<file path="src/rtl/wfha_pkg.sv">
`timescale 1ns / 1ps

package wfha_pkg;

  // operation codes carried on s_tuser
  localparam logic [1:0] OP_ALLOC   = 2'd0;
  localparam logic [1:0] OP_FREE    = 2'd1;
  localparam logic [1:0] OP_RELEASE = 2'd2;

  // status codes carried on m_tuser
  localparam logic [1:0] ST_OK      = 2'd0;
  localparam logic [1:0] ST_OOM     = 2'd1;
  localparam logic [1:0] ST_INVALID = 2'd2;

  localparam int REQ_W   = 12;
  localparam int ADDR_W  = 12;
  localparam int LIMIT_W = 13;

  localparam logic [LIMIT_W-1:0] LIMIT_RESET = 13'd4096;

  typedef struct packed {
    logic [1:0]        status;
    logic [ADDR_W-1:0] payload_address;
  } wfha_res_t;

endpackage

</file>
<file path="src/rtl/wfha_ctrl.sv">
`timescale 1ns / 1ps

module wfha_ctrl
  import wfha_pkg::*;
#(
  parameter int ARENA_BYTES  = 4096,
  parameter int HEADER_BYTES = 16,
  localparam int AW = $clog2(ARENA_BYTES)
) (
  input  logic               clk,
  input  logic               rst,
  input  logic               in_valid,
  output logic               in_ready,
  input  logic [1:0]         in_op,
  input  logic [REQ_W-1:0]   in_req,
  input  logic [ADDR_W-1:0]  in_addr,
  input  logic [LIMIT_W-1:0] heap_limit,
  output logic               res_valid,
  input  logic               res_ready,
  output wfha_res_t          res,
  output logic [AW-1:0]      ram_raddr,
  input  logic [AW:0]        ram_rdata,
  output logic               ram_we,
  output logic [AW-1:0]      ram_waddr,
  output logic [AW:0]        ram_wdata
);

  // working width for offsets, sizes and sums of them
  localparam int WW = ((AW > REQ_W) ? AW : REQ_W) + 2;
  localparam logic [WW-1:0] HDR   = WW'(HEADER_BYTES);
  localparam logic [WW-1:0] ARENA = WW'(ARENA_BYTES);

  localparam logic [2:0] S_IDLE   = 3'd0;
  localparam logic [2:0] S_WALK   = 3'd1;
  localparam logic [2:0] S_FRD    = 3'd2;
  localparam logic [2:0] S_FWR    = 3'd3;
  localparam logic [2:0] S_DECIDE = 3'd4;
  localparam logic [2:0] S_SPLIT  = 3'd5;
  localparam logic [2:0] S_DONE   = 3'd6;

  logic [2:0]        state;
  logic [AW:0]       top;
  logic [REQ_W-1:0]  req;
  logic [WW-1:0]     cur;
  logic [WW-1:0]     best;
  logic [WW-1:0]     best_size;
  logic              found;
  logic [1:0]        res_status;
  logic [ADDR_W-1:0] res_addr;

  logic          rd_used;
  logic [WW-1:0] rd_size;
  logic [WW-1:0] req_w;
  logic [WW-1:0] top_w;
  logic [WW-1:0] nxt;
  logic          take;
  logic          walk_more;
  logic [WW-1:0] lim_w;
  logic [WW-1:0] new_top;
  logic          grow_fail;
  logic          do_split;
  logic [WW-1:0] split_off;
  logic [WW-1:0] split_size;
  logic [WW-1:0] best_pay;
  logic [WW-1:0] top_pay;
  logic [WW-1:0] in_a_w;

  always_comb begin
    rd_used    = ram_rdata[AW];
    rd_size    = WW'(ram_rdata[AW-1:0]);
    req_w      = WW'(req);
    top_w      = WW'(top);
    nxt        = cur + HDR + rd_size;
    take       = !rd_used && (rd_size >= req_w) && (!found || (rd_size > best_size));
    walk_more  = (nxt < top_w) && (nxt < ARENA);
    lim_w      = (WW'(heap_limit) < ARENA) ? WW'(heap_limit) : ARENA;
    new_top    = top_w + HDR + req_w;
    grow_fail  = (new_top > lim_w) || (top_w + HDR >= ARENA);
    do_split   = best_size > req_w + HDR;
    split_off  = best + HDR + req_w;
    split_size = best_size - req_w - HDR;
    best_pay   = best + HDR;
    top_pay    = top_w + HDR;
    in_a_w     = WW'(in_addr);
  end

  // one header read per cycle: the next read address comes straight from the header just read
  always_comb begin
    case (state)
      S_IDLE:  ram_raddr = '0;
      S_WALK:  ram_raddr = nxt[AW-1:0];
      default: ram_raddr = cur[AW-1:0];
    endcase
  end

  always_comb begin
    ram_we    = 1'b0;
    ram_waddr = best[AW-1:0];
    ram_wdata = {1'b1, best_size[AW-1:0]};
    case (state)
      S_FWR: begin
        ram_we    = 1'b1;
        ram_waddr = cur[AW-1:0];
        ram_wdata = {1'b0, ram_rdata[AW-1:0]};
      end
      S_DECIDE: begin
        if (found) begin
          ram_we = 1'b1;
          if (do_split) begin
            // remainder header first, the granted header follows in S_SPLIT
            ram_waddr = split_off[AW-1:0];
            ram_wdata = {1'b0, split_size[AW-1:0]};
          end
        end else if (!grow_fail) begin
          ram_we    = 1'b1;
          ram_waddr = top[AW-1:0];
          ram_wdata = {1'b1, req_w[AW-1:0]};
        end
      end
      S_SPLIT: begin
        ram_we    = 1'b1;
        ram_wdata = {1'b1, req_w[AW-1:0]};
      end
      default: ram_we = 1'b0;
    endcase
  end

  always_ff @(posedge clk) begin
    if (rst) begin
      state <= S_IDLE;
      top   <= '0;
      found <= 1'b0;
    end else begin
      case (state)
        S_IDLE: begin
          if (in_valid) begin
            req      <= in_req;
            found    <= 1'b0;
            cur      <= '0;
            res_addr <= '0;
            case (in_op)
              OP_ALLOC: begin
                state <= (top == '0) ? S_DECIDE : S_WALK;
              end
              OP_FREE: begin
                if (in_a_w < HDR || in_a_w >= top_w) begin
                  res_status <= ST_INVALID;
                  state      <= S_DONE;
                end else begin
                  cur        <= in_a_w - HDR;
                  res_status <= ST_OK;
                  state      <= S_FRD;
                end
              end
              OP_RELEASE: begin
                top        <= '0;
                res_status <= ST_OK;
                state      <= S_DONE;
              end
              default: begin
                res_status <= ST_OK;
                state      <= S_DONE;
              end
            endcase
          end
        end
        S_WALK: begin
          if (take) begin
            found     <= 1'b1;
            best      <= cur;
            best_size <= rd_size;
          end
          if (walk_more) begin
            cur <= nxt;
          end else begin
            state <= S_DECIDE;
          end
        end
        S_FRD: state <= S_FWR;
        S_FWR: state <= S_DONE;
        S_DECIDE: begin
          if (found) begin
            res_status <= ST_OK;
            res_addr   <= best_pay[ADDR_W-1:0];
            state      <= do_split ? S_SPLIT : S_DONE;
          end else if (grow_fail) begin
            res_status <= ST_OOM;
            res_addr   <= '0;
            state      <= S_DONE;
          end else begin
            top        <= new_top[AW:0];
            res_status <= ST_OK;
            res_addr   <= top_pay[ADDR_W-1:0];
            state      <= S_DONE;
          end
        end
        S_SPLIT: state <= S_DONE;
        S_DONE: begin
          if (res_ready) begin
            state <= S_IDLE;
          end
        end
        default: state <= S_IDLE;
      endcase
    end
  end

  assign in_ready            = (state == S_IDLE);
  assign res_valid           = (state == S_DONE);
  assign res.status          = res_status;
  assign res.payload_address = res_addr;

endmodule

</file>
<file path="config.mk">
export PLATFORM = sky130hd
export DESIGN_NAME = wfha_ctrl
export DESIGN_NICKNAME = d
export VERILOG_FILES = /design/src/rtl/wfha_pkg.sv /design/src/rtl/wfha_ctrl.sv
export SDC_FILE = /design/constraint.sdc
export NUM_CORES = 1
export LEC_CHECK = 0
export BUFFER_PORTS_ARGS = -buffer_cell sky130_fd_sc_hd__buf_2
export CORE_MARGIN = 3
export CORE_UTILIZATION = 65
export CTS_CLUSTER_SIZE = 12
export DETAILED_ROUTE_END_ITERATION = 8
export PLACE_DENSITY = 0.95
export SLEW_MARGIN = 20
export SYNTH_ARGS = -nofsm -noshare
export SYNTH_HDL_FRONTEND = slang
export SYNTH_SLANG_ARGS = --single-unit
</file>
<file path="constraint.sdc">
create_clock -name clk -period 10.61 [get_ports clk]
set_input_delay 2.122 -clock clk [delete_from_list [all_inputs] [get_ports clk]]
set_output_delay 2.122 -clock clk [all_outputs]
set_load 0.01 [all_outputs]
</file>
==> flow_metrics.tcl <==
set metrics [dict create \
    status "finished clean" \
    cts.sinks 81 \
    syn_inst 1022 \
    ir_drop_v 0.000205 \
    path_cells "ha_1 > nand3_1 > xnor2_1 > ha_1 > and3_1 > a2111oi_0 > o21bai_1 > xnor2_1 > ha_1 > nand3_1 > nor4_2 > nor2_1 > o21ai_0 > nor2b_1 > buf_4 > o21ai_1 > a221oi_1 > nor2_1 > buf_2" \
    max_cap_viol_count 0 \
    clk_latency_ps 360 \
    min_from "cur[8]$_DFFE_PP_" \
    post_cts_buffers 0 \
    ys_seq_area_share_pct 25.9 \
    min_to "best[8]$_DFFE_PP_" \
    rows 41 \
    viasPerCell 6.87 \
    synth.net_count 1227 \
    place_congestion 1.04 \
    drt_iter0_drc 1435 \
    drt_wl_total_um 29300 \
    synthFlopType "edfxtp_1" \
    setup.worst_path.class "reg -> out" \
    io_buffer_count 109 \
    dr.pass1.iters 6 \
    timing.critical_path.fanout_max 22 \
    critPathLaunchType "flop" \
    vias 8877 \
    synth_top_area_share_pct 22.0 \
    die_area_mm2 0.0148 \
    area_growth_pct 11.0 \
    routedWlPerCell_um 22.7 \
    min_period_ps 7720 \
    setup-violations-final 0 \
    period_share_pct 72.7 \
    fmax_mhz 130 \
    tns_ps 0 \
    worst_hold_path_type "reg -> reg" \
    rsz0062_at_grt "false" \
    drv_slew 0 \
    clk_pin_slew_worst_paths_ps 70 \
    io_pins 110 \
    holdPathStages 0 \
    dp_hpwl_um 21800 \
    start_util_pct 67.7 \
    crit_family "compound AO/OA/AOI/OAI gates" \
    synth_area_leaders "edfxtp_1 22%, ha_1 21%, o21ai_0 5.2%, xnor2_1 4.9%, nand2_1 4.5%" \
    antenna_found_initial 0 \
    synth-seq-cells 81 \
    grt_pass1_wl_um 45000 \
    die_h_um 122 \
    setup.worst_path.end_class "output pin" \
    nNetsFinal 1320 \
    yosysTopAreaCell "edfxtp_1" \
    r2r_cells 18 \
    worst_r2r_endpoint "top[7]$_SDFFE_PP0P_" \
    track_usage_pct 39.6 \
    ctsHoldBuffers 0 \
    ys_warn_count 0 \
    diodes 0 \
    fin_skew_ps 8.39 \
    reg2reg_setup_slack_ps 4910 \
    finalHoldViolCount 0 \
    cts_buffers 9 \
    power_density_mw_per_mm2 247 \
    cts-root-buf "clkbuf_16" \
    fp.dieW_um 122 \
    core_mm2 0.0129 \
    grt_max_degree 30 \
    slew_headroom_pct 35.4 \
    fillers 951 \
    path_common_cell "ha_1" \
    yosysUniqueCellTypes 74 \
    synth_common_cells "143 x ha_1, 105 x nand2_1, 90 x inv_1, 90 x o21ai_0, 67 x nor2_1" \
    yosysMostFrequentCell "ha_1" \
    critPathBufInv 2 \
    crit_required_ps 8490 \
    netlist_area_mm2 0.00872 \
    syn_area_per_cell_um2 8.53 \
    fin_cells 1292 \
    cp_slowest_stage_delay_ps 540 \
    cts_resized 0 \
    numPlacedInstances 1276 \
    worst_slew_pin_slew_ps 966 \
    worstPathArrival_ps 5590 \
    cts_buffer_depth 2 \
    ant_nets 0 \
    grt_overflow 0 \
    first_global_vias 8353 \
    p_leak_nw 4.37 \
    rr_startpoint "top[4]$_SDFFE_PP0P_" \
    synth-edff-count 64 \
    htree_num_levels 3 \
    cpMaxStageDelayCell "a2111oi_0" \
    drc_errors 0 \
    async_flop_share_pct 0 \
    cts_tree "yes" \
    drive_above_1_share_pct 13.8 \
]
## per-stage QoR
| step | area, um^2 | hold WS (ps) | utilization [%] | setup slack [ps] | power [mW] |
|---|---|---|---|---|---|
| finish | 9680 | 555 | 75.2 | 2890 | 2.39 |
| global route | 9680 | 548 | 75.2 | 2640 | 2.53 |
| CTS | 9680 | 539 | 75.2 | 3150 | 2.31 |
| detailed placement | 9400 | 523 | 73.0 | 3430 | 1.99 |
| global placement | 9400 | 527 | 73.0 | 3470 | 1.96 |
| floorplan | 8720 | 444 | - | 3960 | 1.52 |
## flip-flops by register name, summed over array words and instances, names as in the netlist
register    flops
req            12
best_size      12
res_status      2
res_addr       12
top            13
found           1
cur            14
best           12
state           3
## cells in the final DEF, fill, tap and decap left out, types with 6 or more instances in the layout
cell	instances
o22ai_1	8
dfxtp_1	17
nand2b_1	7
o21ai_0	90
buf_4	6
clkbuf_16	9
nor3_1	18
nand3_1	20
and2_1	6
o21a_1	12
fa_1	6
a22o_1	18
buf_2	109
nand2_1	105
o221ai_1	7
a211oi_1	8
ha_1	143
inv_1	90
mux2i_1	10
nor2_1	67
and3_1	14
xor2_1	17
edfxtp_1	64
a21o_1	19
a22oi_1	6
nor2b_1	14
a31oi_1	6
xnor2_1	49
a221oi_1	6
nand4_1	9
a21oi_1	61
or3_1	9
## per-layer routing
metal / GRT usage, % / share of wire [%] / vias up
met3: 8.12 / 14 / 185
met4: 24.4 / 6.9 / 0
met5: 0 / 0 / -
li1: - / - / 3925
met2: 58.7 / 42 / 732
met1: 53.1 / 37 / 4035
## where the power goes
group,total [mW],internal (mW),switching (mW),leakage (nW)
sequential,0.523,0.416,0.107,0.732
combinational,1.56,0.583,0.973,3.49
clock,0.310,0.167,0.143,0.141
## area by class of cell
class | count | area, um^2 | area share, %
clock buffers | 11 | 243 | 2.51
well taps | 172 | 215 | 2.22
repair buffers | 115 | 591 | 6.10
inverters | 90 | 338 | 3.49
clock inverters | 5 | 37.5 | 0.388
flip-flops and latches | 81 | 2260 | 23.4
multi-input cells | 818 | 5990 | 61.9
## how the worst max path moves through the flow
stage               endpoint  slack [ps]                 from  depth (start not counted)
6_report        ram_waddr[6]        2890  top[4]$_SDFFE_PP0P_                         19
3_5_place_dp    ram_waddr[6]        3430       heap_limit[12]                         14
2_1_floorplan   ram_wdata[8]        3960       heap_limit[12]                         12
3_3_place_gp    ram_waddr[6]        3470       heap_limit[12]                         14
4_1_cts         ram_waddr[6]        3150  top[6]$_SDFFE_PP0P_                         20
5_1_grt        ram_wdata[10]        2640  top[6]$_SDFFE_PP0P_                         20
## cells by family (layout without fill, tap and decap cells)
logic type / after synthesis / after routing / share of synthesized area [%]
compound gates: 301 / 301 / 22.9
fa+ha+maj: 149 / 149 / 21.9
simple gates: 291 / 291 / 15.9
buf+inv: 123 / 221 / 5.45
xor+xnor: 66 / 66 / 6.63
flops: 81 / 81 / 25.9
mux: 11 / 11 / 1.28
## worst reg2reg max path, cell delays in order, from the launching register on
cell	delay, ps
dfxtp_1	470
ha_1	230
nand3_1	160
xnor2_1	490
ha_1	370
and3_1	220
a2111oi_0	540
o21bai_1	170
xnor2_1	170
ha_1	300
nand3_1	120
nor4_2	340
nor2_1	70
o21ai_0	170
nor2b_1	180
buf_4	300
nand2_1	260
nor2_1	820
a22o_1	270
No activity file was read; power rests on OpenSTA's default activity.
